### src/hw/rtl/ssr_pkg.sv
// ssr_pkg: shared types and constants for the stream substring replace core
// used by the front end, the command queue, the back end and the top level
// no dependencies
package ssr_pkg;

  // most bytes one input beat can produce (replacement or window flush)
  localparam int MAX_OUT = 8;
  // command queue depth
  localparam int Q_DEPTH = 2;
  localparam int Q_PTR_W = $clog2(Q_DEPTH);
  localparam int Q_CNT_W = $clog2(Q_DEPTH + 1);

  // configuration register indexes
  typedef enum logic [1:0] {
    CFG_PAT_LEN   = 2'd0,
    CFG_PAT_BYTES = 2'd1,
    CFG_REP_LEN   = 2'd2,
    CFG_REP_BYTES = 2'd3
  } cfg_idx_e;

  // configuration write bundle
  typedef struct packed {
    logic        we;
    logic [1:0]  index;
    logic [63:0] data;
  } cfg_wr_t;

  // one output command: up to MAX_OUT bytes, a count, and the end flag
  // a zero count with last set stands for the empty end marker
  typedef struct packed {
    logic [MAX_OUT-1:0][7:0] bytes;
    logic [3:0]              count;
    logic                    last;
  } cmd_t;

endpackage

### src/hw/rtl/ssr_front.sv
// ssr_front: configuration registers, match window and beat classification
// turns each accepted input beat into at most one output command
// depends on ssr_pkg
module ssr_front import ssr_pkg::*; #(
  parameter int MAX_PATTERN = 8
) (
  input  logic       clk,
  input  logic       rst,
  input  cfg_wr_t    cfg,
  input  logic       in_valid,
  output logic       in_ready,
  input  logic [7:0] in_data,
  input  logic       in_last,
  output logic       push,
  output cmd_t       push_cmd,
  input  logic       q_ready
);

  localparam int FW = $clog2(MAX_PATTERN + 1);

  // configuration registers
  logic [3:0]  pat_len;
  logic [63:0] pat_bytes;
  logic [3:0]  rep_len;
  logic [63:0] rep_bytes;

  // window
  logic [MAX_PATTERN-1:0][7:0] win;
  logic [MAX_PATTERN-1:0][7:0] win_new;
  logic [MAX_PATTERN-1:0][7:0] win_next;
  logic [FW-1:0]               fill;
  logic [FW-1:0]               fill_next;

  logic [3:0] fill4;
  logic [3:0] p_eff;
  logic [3:0] r_eff;
  logic       full;
  logic       match;
  logic       accept;
  logic [3:0] count;

  assign in_ready = q_ready;
  assign accept   = in_valid && in_ready;
  assign fill4    = 4'(fill);
  assign p_eff    = (pat_len > 4'(MAX_PATTERN)) ? 4'(MAX_PATTERN) : pat_len;
  assign r_eff    = (rep_len > 4'(MAX_OUT)) ? 4'(MAX_OUT) : rep_len;

  // configuration writes
  always_ff @(posedge clk) begin
    if (rst) begin
      pat_len   <= '0;
      pat_bytes <= '0;
      rep_len   <= '0;
      rep_bytes <= '0;
    end else if (cfg.we) begin
      unique case (cfg_idx_e'(cfg.index))
        CFG_PAT_LEN:   pat_len   <= cfg.data[3:0];
        CFG_PAT_BYTES: pat_bytes <= cfg.data;
        CFG_REP_LEN:   rep_len   <= cfg.data[3:0];
        CFG_REP_BYTES: rep_bytes <= cfg.data;
        default:       ;
      endcase
    end
  end

  // window with the new byte placed at the fill position
  always_comb begin
    for (int i = 0; i < MAX_PATTERN; i++) begin
      win_new[i] = (fill4 == 4'(i)) ? in_data : win[i];
    end
  end

  // compare the first p_eff bytes against the pattern
  assign full = (p_eff != 4'd0) && (fill4 == p_eff - 4'd1);

  always_comb begin
    match = 1'b1;
    for (int i = 0; i < MAX_PATTERN; i++) begin
      if ((4'(i) < p_eff) && (win_new[i] != pat_bytes[8*i +: 8])) begin
        match = 1'b0;
      end
    end
  end

  // build the command
  always_comb begin
    for (int i = 0; i < MAX_OUT; i++) begin
      if (full && match) begin
        push_cmd.bytes[i] = rep_bytes[8*i +: 8];
      end else if (i < MAX_PATTERN) begin
        push_cmd.bytes[i] = win_new[i];
      end else begin
        push_cmd.bytes[i] = 8'd0;
      end
    end
    if (p_eff == 4'd0) begin
      count = 4'd1;
    end else if (full && match) begin
      count = r_eff;
    end else if (full) begin
      count = in_last ? p_eff : 4'd1;
    end else begin
      count = in_last ? fill4 + 4'd1 : 4'd0;
    end
    push_cmd.count = count;
    push_cmd.last  = in_last;
    push           = accept && ((count != 4'd0) || in_last);
  end

  // next window and fill
  always_comb begin
    win_next  = win_new;
    fill_next = fill;
    if (p_eff == 4'd0) begin
      fill_next = fill;
    end else if (full && match) begin
      fill_next = '0;
    end else if (full) begin
      for (int i = 0; i < MAX_PATTERN - 1; i++) begin
        win_next[i] = win_new[i+1];
      end
      fill_next = in_last ? '0 : FW'(p_eff - 4'd1);
    end else begin
      fill_next = in_last ? '0 : FW'(fill4 + 4'd1);
    end
  end

  // fill count, cleared by a pattern length write
  always_ff @(posedge clk) begin
    if (rst) begin
      fill <= '0;
    end else if (cfg.we && (cfg_idx_e'(cfg.index) == CFG_PAT_LEN)) begin
      fill <= '0;
    end else if (accept) begin
      fill <= fill_next;
    end
  end

  // window bytes
  always_ff @(posedge clk) begin
    if (accept) begin
      win <= win_next;
    end
  end

  // held bytes never reach a full window
  a_fill_below_len: assert property (@(posedge clk) disable iff (rst)
    (p_eff != 4'd0) |-> (fill4 < p_eff))
    else $error("window fill reached pattern length");

endmodule

### src/hw/rtl/ssr_cmd_fifo.sv
// ssr_cmd_fifo: short queue of output commands between front and back end
// depends on ssr_pkg
module ssr_cmd_fifo import ssr_pkg::*; (
  input  logic clk,
  input  logic rst,
  input  logic push,
  input  cmd_t push_cmd,
  output logic ready,
  input  logic pop,
  output cmd_t pop_cmd,
  output logic valid
);

  cmd_t               entries [Q_DEPTH];
  logic [Q_PTR_W-1:0] wr_ptr;
  logic [Q_PTR_W-1:0] rd_ptr;
  logic [Q_CNT_W-1:0] cnt;

  assign ready   = (cnt != Q_CNT_W'(Q_DEPTH));
  assign valid   = (cnt != '0);
  assign pop_cmd = entries[rd_ptr];

  // pointers and occupancy
  always_ff @(posedge clk) begin
    if (rst) begin
      wr_ptr <= '0;
      rd_ptr <= '0;
      cnt    <= '0;
    end else begin
      if (push) begin
        wr_ptr <= (wr_ptr == Q_PTR_W'(Q_DEPTH - 1)) ? '0 : wr_ptr + 1'b1;
      end
      if (pop) begin
        rd_ptr <= (rd_ptr == Q_PTR_W'(Q_DEPTH - 1)) ? '0 : rd_ptr + 1'b1;
      end
      if (push && !pop) begin
        cnt <= cnt + 1'b1;
      end else if (pop && !push) begin
        cnt <= cnt - 1'b1;
      end
    end
  end

  // storage
  always_ff @(posedge clk) begin
    if (push) begin
      entries[wr_ptr] <= push_cmd;
    end
  end

  a_no_overflow: assert property (@(posedge clk) disable iff (rst)
    push |-> ready)
    else $error("command pushed into full queue");

  a_no_underflow: assert property (@(posedge clk) disable iff (rst)
    pop |-> valid)
    else $error("command popped from empty queue");

  a_cnt_tracks: assert property (@(posedge clk) disable iff (rst)
    (push && !pop) |=> (cnt == $past(cnt) + 1'b1))
    else $error("queue occupancy did not follow a push");

endmodule

### src/hw/rtl/ssr_back.sv
// ssr_back: serialises queued commands into output beats, one byte a beat
// the held command doubles as the output register
// depends on ssr_pkg
module ssr_back import ssr_pkg::*; (
  input  logic       clk,
  input  logic       rst,
  input  logic       q_valid,
  input  cmd_t       q_cmd,
  output logic       pop,
  output logic       out_valid,
  input  logic       out_ready,
  output logic [7:0] out_byte,
  output logic       has_byte,
  output logic       out_last
);

  logic       active;
  cmd_t       cur;
  logic [2:0] idx;
  logic       finish;
  logic       take;

  assign out_valid = active;
  assign take      = active && out_ready;
  assign finish    = (cur.count == 4'd0) || (({1'b0, idx} + 4'd1) == cur.count);
  assign pop       = q_valid && (!active || (take && finish));

  // beat sequencing
  always_ff @(posedge clk) begin
    if (rst) begin
      active <= 1'b0;
      idx    <= '0;
    end else if (pop) begin
      active <= 1'b1;
      idx    <= '0;
    end else if (take && finish) begin
      active <= 1'b0;
    end else if (take) begin
      idx <= idx + 3'd1;
    end
  end

  // held command
  always_ff @(posedge clk) begin
    if (pop) begin
      cur <= q_cmd;
    end
  end

  // beat fields
  assign has_byte = (cur.count != 4'd0);
  assign out_byte = has_byte ? cur.bytes[idx] : 8'd0;
  assign out_last = cur.last && finish;

  a_empty_is_last: assert property (@(posedge clk) disable iff (rst)
    (out_valid && !has_byte) |-> out_last)
    else $error("empty marker beat without end flag");

endmodule

### src/hw/rtl/stream_substring_replace_core.sv
// stream_substring_replace_core: top level of the streaming find and replace
// joins ssr_front, ssr_cmd_fifo and ssr_back; depends on ssr_pkg
//
// channel  direction  payload
// s_*      in         tdata = data_byte[7:0], tlast = end_of_string
// m_*      out        tdata = out_byte[7:0], tuser = has_byte, tlast = out_last
// cfg_*    in         cfg_index selects register, cfg_data[63:0] write data
//
// one input beat a cycle while the command queue has room; a beat that emits
// one byte sustains one beat a cycle end to end while m_tready stays high
// a beat that emits n bytes (n up to 8) holds the back end until all are sent,
// and the two-entry command queue sets how long the input flows meanwhile
// a command is registered in the queue, then as the back end's held command
// synchronous reset clears the queue, window fill, config and back end state
module stream_substring_replace_core import ssr_pkg::*; #(
  parameter int MAX_PATTERN = 8
) (
  input  logic        clk,
  input  logic        rst,
  input  logic        s_tvalid,
  output logic        s_tready,
  input  logic [7:0]  s_tdata,   // data_byte
  input  logic        s_tlast,
  output logic        m_tvalid,
  input  logic        m_tready,
  output logic [7:0]  m_tdata,   // out_byte
  output logic        m_tuser,   // has_byte
  output logic        m_tlast,
  input  logic        cfg_we,
  input  logic [1:0]  cfg_index,
  input  logic [63:0] cfg_data
);

  cfg_wr_t cfg;
  logic    push;
  cmd_t    push_cmd;
  logic    q_ready;
  logic    pop;
  cmd_t    pop_cmd;
  logic    q_valid;

  assign cfg.we    = cfg_we;
  assign cfg.index = cfg_index;
  assign cfg.data  = cfg_data;

  // front end: window and classification
  ssr_front #(
    .MAX_PATTERN(MAX_PATTERN)
  ) u_front (
    .clk      (clk),
    .rst      (rst),
    .cfg      (cfg),
    .in_valid (s_tvalid),
    .in_ready (s_tready),
    .in_data  (s_tdata),
    .in_last  (s_tlast),
    .push     (push),
    .push_cmd (push_cmd),
    .q_ready  (q_ready)
  );

  // command queue
  ssr_cmd_fifo u_fifo (
    .clk      (clk),
    .rst      (rst),
    .push     (push),
    .push_cmd (push_cmd),
    .ready    (q_ready),
    .pop      (pop),
    .pop_cmd  (pop_cmd),
    .valid    (q_valid)
  );

  // back end: byte serialiser
  ssr_back u_back (
    .clk       (clk),
    .rst       (rst),
    .q_valid   (q_valid),
    .q_cmd     (pop_cmd),
    .pop       (pop),
    .out_valid (m_tvalid),
    .out_ready (m_tready),
    .out_byte  (m_tdata),
    .has_byte  (m_tuser),
    .out_last  (m_tlast)
  );

endmodule
### config.mk
export PLATFORM = sky130hd
export DESIGN_NAME = stream_substring_replace_core
export DESIGN_NICKNAME = d
export VERILOG_FILES = /design/src/hw/rtl/ssr_pkg.sv /design/src/hw/rtl/ssr_front.sv /design/src/hw/rtl/ssr_cmd_fifo.sv /design/src/hw/rtl/ssr_back.sv /design/src/hw/rtl/stream_substring_replace_core.sv
export SDC_FILE = /design/constraint.sdc
export NUM_CORES = 1
export LEC_CHECK = 0
export CORE_UTILIZATION = 30
export CTS_BUF_LIST = sky130_fd_sc_hd__clkbuf_8 sky130_fd_sc_hd__clkbuf_16
export CTS_CLUSTER_DIAMETER = 50
export DETAILED_ROUTE_END_ITERATION = 16
export DONT_BUFFER_PORTS = 1
export GPL_ROUTABILITY_DRIVEN = 0
export SLEW_MARGIN = 20
export SYNTH_ARGS = -nofsm -noshare
export SYNTH_HDL_FRONTEND = slang
export SYNTH_SLANG_ARGS = --single-unit
### constraint.sdc
create_clock -name clk -period 15.1 [get_ports clk]
set_clock_uncertainty 0.15 [all_clocks]
set_input_delay 1.51 -clock clk [delete_from_list [all_inputs] [get_ports clk]]
set_output_delay 1.51 -clock clk [all_outputs]
set_load 0.05 [all_outputs]
[Yosys cells after proc, flatten, opt, wreduce, memory -nomap -nowiden]
Memories as Yosys holds them, arrays and structs flattened. A register that Yosys moved wholly into a read port is not among the register bits.
Index checks and enable logic that the tools add are counted.
Word-level totals
  bits in registers: 212
  RAM bits: 138
  bits of input ports: 80
  output and inout bits: 12
  logic and storage cells: 153
  memories kept: 1
Cells by class
  add/sub/neg operators: 8
  order comparisons: 11
  equality and inequality tests: 21
  mux-type cells: 49
  bitwise operators: 2
  reductions and logical operators: 43
Memory list
  u_fifo.entries: depth 2, bits a word 69, read ports 1, clocked after memory_dff 1, wr ports 1, RTL line ssr_cmd_fifo.sv:14  | cmd_t entries [Q_DEPTH];
Operators by type and width (number)
  $mux W56: 3
  $mux W8: 18
  $ne A8 B8 Y1: 8
  $mux W4: 11
  $bmux W8 S3: 1
  $logic_and A1 B1 Y1: 19
  $eq A4 B3 Y1 const B: 4
  $lt A3 B4 Y1 const A: 4
  $mux W1: 14
  $logic_not A4 Y1: 3
  $reduce_and A2 Y1: 6
  $reduce_bool A4 Y1: 3
  $eq A4 B2 Y1 const B: 2
  $eq A4 B4 Y1: 2
  $gt A4 B4 Y1 const B: 2
  $lt A1 B4 Y1 const A: 2
  $lt A2 B4 Y1 const A: 2
  $reduce_bool A2 Y1: 3
  $add A3 B1 Y4 const B: 1
  $add A4 B1 Y4 const B: 1
  $eq A2 B2 Y1 const B: 2
  $eq A4 B1 Y1 const B: 1
  $lt A3 B4 Y1 const B: 1
  $mux W2: 2
  other kinds (12): 19

[Longest topological paths before layout]
Gate-level depths: netlist of run 1.
  word-level depth: 22
  mapped depth: 18
  mapped depth without buffers: 15

[By module]
A second synthesis of run 1 with hierarchy kept.
Unflattened totals
  cells, all modules: 1891
  area, all modules: 20050.5 sq um
By module, submodules not included
  ssr_front: instances 1, cells each 1511, area an instance 11870.1 sq um, sequential area each 4724.5 sq um
  ssr_cmd_fifo: instances 1, cells each 237, area an instance 5228.8 sq um, sequential area each 4244.1 sq um
  ssr_back: instances 1, cells each 143, area an instance 2951.6 sq um, sequential area each 2152.1 sq um

[Worst setup path after synthesis of run 1]
OpenSTA, ideal clock, no wires.
  path type: input -> register
  from: in s_tdata[5]
  to: mem u_fifo.entries[0][0] in the netlist's numbering, enable pin
  library setup time: 0.505 ns
  arrival: 6.350 ns
  data required time: 14.445 ns
  setup slack: 8.096 ns
  stages on the path: 11
  path buffers: 3
  cells stage by stage: clkbuf_1 -> clkbuf_1 -> mux2i_1 -> o22a_1 -> nand4_1 -> nor2_1 -> o2111ai_1 -> or2_1 -> clkbuf_1 -> o21a_1 -> nor2b_1
Between the ends
  longest elaborated chain between the ends: 19
  elaborated cells between the ends (all ways): 40
  those cells by class: 8 x eq/ne; 20 x mux; 12 x reduce/logical
RTL lines
  start, declared: RTL line stream_substring_replace_core.sv:22  | input logic [7:0] s_tdata,
  $mux W8: RTL line ssr_front.sv:69  | win_new[i] = (fill4 == 4'(i)) ? in_data : win[i];
  $ne A8 B8 Y1: RTL line ssr_front.sv:79  | if ((4'(i) < p_eff) && (win_new[i] != pat_bytes[8*i +: 8])) begin
  $logic_and A1 B1 Y1: RTL line ssr_front.sv:79
  $mux W1 (7 in a row): RTL line ssr_front.sv:79
  $mux W1 *: RTL line ssr_front.sv:79
  $logic_and A1 B1 Y1 *: RTL line ssr_front.sv:98  | end else if (full && match) begin
  $mux W4 *: RTL line ssr_front.sv:98
  $mux W4 *: RTL line ssr_front.sv:96  | if (p_eff == 4'd0) begin
  $reduce_bool A4 Y1 *: RTL line ssr_front.sv:107  | push = accept && ((count != 4'd0) || in_last);
  $logic_or A1 B1 Y1 *: RTL line ssr_front.sv:107
  $logic_and A1 B1 Y1 *: RTL line ssr_front.sv:107
  via push: RTL line stream_substring_replace_core.sv:35  | logic push;
  $mux W1 *: RTL line ssr_cmd_fifo.sv:46  | if (push) begin
  $mux W1 (implied by the code) *: RTL line ssr_cmd_fifo.sv:47  | entries[wr_ptr] <= push_cmd;
  end, declared: RTL line ssr_cmd_fifo.sv:14
Mark *: on every way through the listed nets, which the timed path passes. The rest lies on a longest branch.

==> results of run 1 <==
==> cell usage in the layout (no fill, tap or decap), types with 8 or more instances in the layout <==
cell type and instances:
mux2_2 70, inv_1 62, edfxtp_1 271, a31oi_1 24, clkbuf_16 49, dfxtp_1 147
nand2_1 325, clkinv_2 9, xnor2_1 19, nor4_1 8, or3_1 19, o221a_1 48
nor3b_1 9, ha_1 9, xor2_1 13, a21oi_1 205, nor2b_1 31, o22ai_1 28
mux4_2 16, o21ai_0 11, nand2b_1 24, buf_4 16, nand3_1 12, nor3_1 12
nand3b_1 38, nor2_1 120, mux2i_1 68
==> how the worst max path moves through the flow <==
stage | to | slack (ns) | depth (start not counted)
3_3_place_gp | u_fifo.entries[1][16]$_DFFE_PP_ | 8.87 | 11
2_1_floorplan | u_fifo.entries[0][0]$_DFFE_PP_ | 8.10 | 11
3_5_place_dp | u_fifo.entries[1][13]$_DFFE_PP_ | 8.77 | 11
5_1_grt | u_front.win[36]$_DFFE_PP_ | 8.88 | 12
6_report | u_front.win[1]$_DFFE_PP_ | 9.18 | 12
4_1_cts | u_fifo.entries[1][19]$_DFFE_PP_ | 9.15 | 12
==> worst max-delay path: stages, from the launching register on <==
cell and delay [ns]:
dfxtp_1 0.45, ha_1 0.25, or3b_1 0.61, mux2i_1 0.23
a2111o_1 0.44, nor4_1 0.70, nand4_1 0.30, o41ai_2 0.33
o2111ai_1 0.22, o21bai_4 0.51, buf_4 0.56, mux2i_1 0.65
o221a_1 0.30
==> registers in the layout, summed over array words and instances, names as in the netlist <==
name	cells
u_front.pat_bytes	64
u_fifo.entries	138
u_back.idx	3
u_front.fill	4
u_front.rep_len	4
u_front.pat_len	4
u_front.rep_bytes	64
u_fifo.rd_ptr	1
u_back.cur	69
u_front.win	64
u_fifo.wr_ptr	1
u_back.out_valid	1
u_fifo.cnt	2
==> per-layer routing <==
layer	GRT usage, %	up-vias
met5	0	-
met4	5.19	0
met2	26.3	536
li1	-	6355
met3	3.80	101
met1	23.0	6800
==> cell type report <==
type                    instances  area (um2)  share of cell area, %
clock buffers                  50        1240                   5.75
clock inverters                39         289                   1.34
inverters                      51         191                  0.887
multi-input cells            1194        7580                   35.1
flip-flops and latches        419       11100                   51.4
well taps                     846        1060                   4.90
repair buffers                 16         120                  0.557
==> metrics by stage <==
| stage | hold WS [ns] | std cells | utilization (%) | worst slack (ns) |
|---|---|---|---|---|
| 5_1_grt | 0.328 | 2615 | 34.0 | 8.88 |
| 3_3_place_gp | 0.294 | 2526 | 31.6 | 8.87 |
| 4_1_cts | 0.306 | 2615 | 34.0 | 9.15 |
| 6_report | 0.306 | 2615 | 34.0 | 9.18 |
| 2_1_floorplan | 0.287 | 1792 | - | 8.10 |
| 3_5_place_dp | 0.298 | 2526 | 31.6 | 8.77 |
==> power by group <==
| group | switching (mW) | total [mW] | internal (mW) | leakage, nW |
|---|---|---|---|---|
| logic | 0.395 | 0.634 | 0.239 | 2.93 |
| clock network | 0.474 | 1.12 | 0.648 | 0.792 |
| registers | 0.103 | 1.61 | 1.51 | 3.76 |
| total | 0.972 | 3.37 | 2.40 | 7.48 |
==> cell families after synthesis <==
group / share of synthesized area (%)
AOI/OAI and AO/OA: 12.6
xor gates and xnor gates: 1.45
adders and majority gates: 0.582
buffers and inverters: 3.69
DFF: 57.3
muxes: 9.51
and+or+nand+nor: 14.9
==> summary.txt, run 1 <==
Final layout
  – Filler cells: 6249
  – N_diodes: 0
  – Nets: 1819
  – Layout Area Growth over Synthesis: 11.5%
  – Post-Layout Inst Area: 21600 um2
  – Share of cells above drive strength 1: 11.0%

STA
  – Worst-Margin Slew: 1.12 ns
  – Fmax: 169 MHz
  – Setup violations, final: 0
  – Post-layout min period: 5.92 ns
  – Slew Limit Fails: 0
  – RSZ-0062 raised after global routing: no
  – Hold Fails Final Rpt: 0
  – TNS Setup: 0 ns
  – Final worst-path cycle share: 39.2%
  – Relative slew slack: 25.1%

Pwr
  – Total power density per cell area: 156 nW/um2
  – Power, Total: 3.37 mW
  – Max IR drop VDD: 0.0806 mV
  – P_leak: 7.48 nW

Setup path
  – Critical path class: register to register
  – CP Launch Point: u_front.fill[0]$_SDFFE_PP0P_
  – Worst Path Arrival: 6.22 ns
  – R2R cell count: 12
  – Startpoint types: register
  – Worst EP required: 15.40 ns
  – RR Startpoint: u_front.fill[0]$_SDFFE_PP0P_
  – CP max FO: 50
  – FF-to-FF End: u_front.win[1]$_DFFE_PP_
  – R2r setup slk: 9.18 ns
  – CP endpoint kind: register

Logic synthesis
  – Synth top area cells: edfxtp_1 42%, dfxtp_1 15%, nand2_1 6.3%, a21oi_1 5.3%, mux2_2 4.1%
  – #FFs+latches synth: 419
  – Top-count cell post-synth: nand2_1
  – Synthesized Nets: 1881
  – Cell area after synthesis: 19400 um2
  – Post-synth ARST share: 0%
  – Post-synth EDFFs: 271
  – Count of cell types in the netlist: 64
  – Cells after Synth: 1792
  – Top-area cell type share of the netlist area: 42.0%
  – Syn. warnings: 0
  – Most frequent cells after synthesis: 325 x nand2_1, 271 x edfxtp_1, 206 x a21oi_1
  – Post-synthesis sequential area ratio: 57.3%
  – Mean Syn Cell Area: 10.8 um2
  – Yosys top cell by area: edfxtp_1
  – Dominant synthesized flop cell: edfxtp_1

Detailed routing
  – WL met1: 24800 um
  – Top Metal Used: met4
  – Routed WL per cell: 21.5 um
  – Met2 WL: 25800 um
  – Final WL: 56200 um
  – Post-route DRC: 0
  – DRT antenna net count: 0
  – 1st-pass router iterations: 6
  – First-iteration detailed-routing DRC count: 1710
  – Via/cell ratio: 5.27
  – Routed wl met3: 4270 um
  – Vias: 13792

Floorplan
  – Row cnt: 92
  – Core Area: 63400 um2
  – Die width: 256 um
  – DIE AREA: 65500 um2
  – I/O pins: 92
  – Die height: 256 um
  – Initial Util: 30.5%

Global route
  – First-pass GRT wire length: 84300 um
  – Largest net degree at the start of global routing: 145
  – Total grt overflow: 0
  – Initial antenna violation count: 1
  – Overall routing resource usage: 16.8%
  – Vias in the first global route: 13284

Flow run
  – Max Cap Viol: 0

Clock tree
  – Hold Buf Count CTS: 0
  – Total CTS buffers: 48
  – Setup Fix Bufs, Post-CTS: 0
  – Worst-case clock buffer depth: 3
  – CTS resizes: 0
  – Clock slew at reported path FFs: 0.06 ns
  – Clk root buf: clkbuf_16
  – Clk Latency, worst-skew pair: 0.59 ns
  – Sink Count: 419
  – H-tree Lvls: 2
  – CTS tree: built

Worst hold path
  – Worst Hold Class: register to register
  – Hold_sp: u_front.rep_bytes[53]$_SDFFE_PP0P_
  – WHS Path Cells: 2
  – Worst hold endpoint: u_front.rep_bytes[53]$_SDFFE_PP0P_

Place
  – Placed wire-length estimate: 38000 um
  – Placement Cell Area: 20100 um2
  – Port Buffers: 0

Outcome
  – Status: completed
(Power assumes the default switching activity.)
==> run 2, diff against run 1 <==
Settings changed: ABC_AREA set to 1.
Clock period 15.1 ns to 6.2 ns, I/O delays scaled along.
==> summary.txt, run 2 <==
Outcome
  – Status: completed

Detailed routing
  – First-iteration detailed-routing DRC count: 1342
  – Routed WL per cell: 18.3 um
  – DRT antenna net count: 0
  – 1st-pass router iterations: 6
  – Post-route DRC: 0
  – Final WL: 57600 um
  – Via/cell ratio: 4.89
  – Vias: 15380

Logic synthesis
  – Cell area after synthesis: 19400 um2
  – Most frequent cells after synthesis: 691 x nand2_1, 299 x o21ai_0, 271 x edfxtp_1
  – Cells after Synth: 2301
  – Synth top area cells: edfxtp_1 42%, dfxtp_1 15%, nand2_1 13%, o21ai_0 7.7%, inv_1 4.2%
  – Top-count cell post-synth: nand2_1
  – Syn. warnings: 0
  – Post-synth ARST share: 0%
  – Post-synthesis sequential area ratio: 57.1%
  – Synthesized Nets: 2390
  – Count of cell types in the netlist: 34
  – Post-synth EDFFs: 271
  – Top-area cell type share of the netlist area: 41.9%
  – Mean Syn Cell Area: 8.45 um2
  – #FFs+latches synth: 419
  – Dominant synthesized flop cell: edfxtp_1
  – Yosys top cell by area: edfxtp_1

STA
  – Fmax: 200 MHz
  – Setup violations, final: 0
  – Hold Fails Final Rpt: 0
  – Post-layout min period: 5.00 ns
  – Slew Limit Fails: 0
  – Relative slew slack: 31.4%
  – RSZ-0062 raised after global routing: no
  – Worst-Margin Slew: 1.03 ns
  – Min Hold Slack: 0.0269 ns
  – TNS Setup: 0 ns
  – Final worst-path cycle share: 80.7%

Global route
  – Vias in the first global route: 14704
  – First-pass GRT wire length: 87200 um
  – Overall routing resource usage: 17.2%
  – Initial antenna violation count: 3
  – Largest net degree at the start of global routing: 87
  – Total grt overflow: 0

Final layout
  – Most frequent cells in the layout: 691 x nand2_1, 299 x o21ai_0, 271 x edfxtp_1
  – Share of cells above drive strength 1: 5.61%
  – Max reg flops: 138
  – Filler cells: 6529
  – Nets: 2350
  – Post-Layout Inst Area: 21800 um2
  – Final Core Density: 34.3%
  – Commonest non-fill, non-tap cell in the layout: nand2_1
  – Top reg by flops: u_fifo.entries
  – Layout Area Growth over Synthesis: 11.9%
  – Largest registers: u_fifo.entries x138, u_back.cur x69

Pwr
  – Total power density per cell area: 391 nW/um2
  – Switching power: 2.79 mW
  – Max IR drop VDD: 0.238 mV
  – Clock group share of total power: 31.0%
  – Sw frac: 32.8%
  – Pint: 5.73 mW
  – Sequential fraction of design power: 46.4%
  – P_leak: 8.89 nW
  – Power, Total: 8.52 mW
  – Comb power frac: 22.6%

Clock tree
  – CTS tree: built
  – Worst-case clock buffer depth: 3
  – Clock slew at reported path FFs: 0.06 ns
  – Setup Fix Bufs, Post-CTS: 0
  – Sink Count: 419
  – Clk Latency, worst-skew pair: 0.59 ns
  – CTS resizes: 0
  – H-tree Lvls: 2
  – Total CTS buffers: 45
  – Clk root buf: clkbuf_16

Worst hold path
  – WHS Path Cells: 2
  – Worst Hold Class: input port to register

Setup path
  – Worst EP required: 6.32 ns
  – FF-to-FF End: u_fifo.entries[1][19]$_DFFE_PP_
  – CP max FO: 49
  – Startpoint types: register
  – Worst Path Arrival: 5.12 ns
  – CP Launch Point: u_front.fill[2]$_SDFFE_PP0P_
  – R2R cell count: 22
  – RR Startpoint: u_front.fill[2]$_SDFFE_PP0P_
  – Worst Setup EP: u_fifo.entries[1][19]$_DFFE_PP_
  – CP endpoint kind: register
  – Critical path class: register to register
  – R2r setup slk: 1.20 ns

Floorplan
  – I/O pins: 92
  – Core Area: 63500 um2
  – Die height: 257 um
  – Die width: 257 um
  – DIE AREA: 65800 um2
  – Initial Util: 30.6%
  – Row cnt: 92

Place
  – Placed wire-length estimate: 40700 um
  – Placement Cell Area: 20200 um2
  – Port Buffers: 0

Flow run
  – Max Cap Viol: 0
## run 2: kinds of logic after synthesis
| logic type | Yosys count | synth area share, % |
|---|---|---|
| buf+inv | 352 | 7.32 |
| xor+xnor | 8 | 0.360 |
| flops | 419 | 57.1 |
| fa+ha+maj | 9 | 0.579 |
| simple gates | 1057 | 22.7 |
| compound gates | 456 | 11.9 |
## run 2: metrics by stage
step,std cells,setup slack [ns]
2_1_floorplan,2301,0.642
3_3_place_gp,3049,1.34
3_5_place_dp,3049,1.26
4_1_cts,3144,1.23
5_1_grt,3144,0.784
6_report,3147,1.20
## run 2: worst min-delay path by stage
stage                                                  start                                  to  slack, ns
after global placement    u_front.rep_bytes[53]$_SDFFE_PP0P_  u_front.rep_bytes[53]$_SDFFE_PP0P_       0.28
after CTS                                        cfg_data[8]   u_front.pat_bytes[8]$_SDFFE_PP0P_      0.002
after detailed placement  u_front.rep_bytes[18]$_SDFFE_PP0P_  u_front.rep_bytes[18]$_SDFFE_PP0P_       0.29
final                                           cfg_data[48]  u_front.pat_bytes[48]$_SDFFE_PP0P_       0.03
after floorplan           u_front.rep_bytes[40]$_SDFFE_PP0P_  u_front.rep_bytes[40]$_SDFFE_PP0P_       0.27
after global routing                            cfg_data[48]  u_front.pat_bytes[48]$_SDFFE_PP0P_       0.03
## run 2: power by group through the flow
stage | Combinational [mW] | Clock [mW] | Sequential [mW]
2_1_floorplan | 1.32 | 0 | 3.96
3_3_place_gp | 1.91 | 0 | 4.00
3_5_place_dp | 1.94 | 0 | 4.02
4_1_cts | 1.95 | 2.69 | 3.96
5_1_grt | 2.15 | 2.79 | 4.00
6_report | 1.93 | 2.64 | 3.95
## run 2: final cells by class
class | count | area, um2 | share of cell area, %
tap | 846 | 1060 | 4.86
clock buffer | 51 | 1230 | 5.66
multi-input combinational | 1530 | 6960 | 32.0
antenna | 3 | 7.51 | 0.0345
sequential | 419 | 11100 | 51.0
timing repair buffer | 38 | 325 | 1.49
inverter | 227 | 855 | 3.93
clock inverter | 33 | 224 | 1.03
## run 2: timing repair
item                                    CTS  global route
endpoints found under the setup margin    0             0
hold buffers                             11             0
hold endpoints to repair                 12             0
## run 2: worst max-delay path: stages (launching register included)
cell and delay [ns]:
dfxtp_1 0.56, nor2_8 0.62, nand2_1 0.41, nand2_1 0.22, nand2_1 0.12, nand2_1 0.09, nand2_1 0.05, nor2_1 0.10
nand2_1 0.06, nor2_1 0.10, nand2_1 0.11, nor2_1 0.14, nand2_1 0.10, nand2_2 0.13, nand2_4 0.23, nand2_1 0.14
nand3_1 0.10, inv_1 0.11, nor2_1 0.05, nand2_1 0.05, nand3_1 0.09, inv_2 0.57, buf_12 0.31
## run 2: per-layer routing
metal,global-route usage [%],up-vias,wire length (um)
met5,0,-,10
met4,7.31,2,2260
met3,4.17,124,4610
met2,28.0,542,26600
met1,21.5,7175,24100
li1,-,7537,-
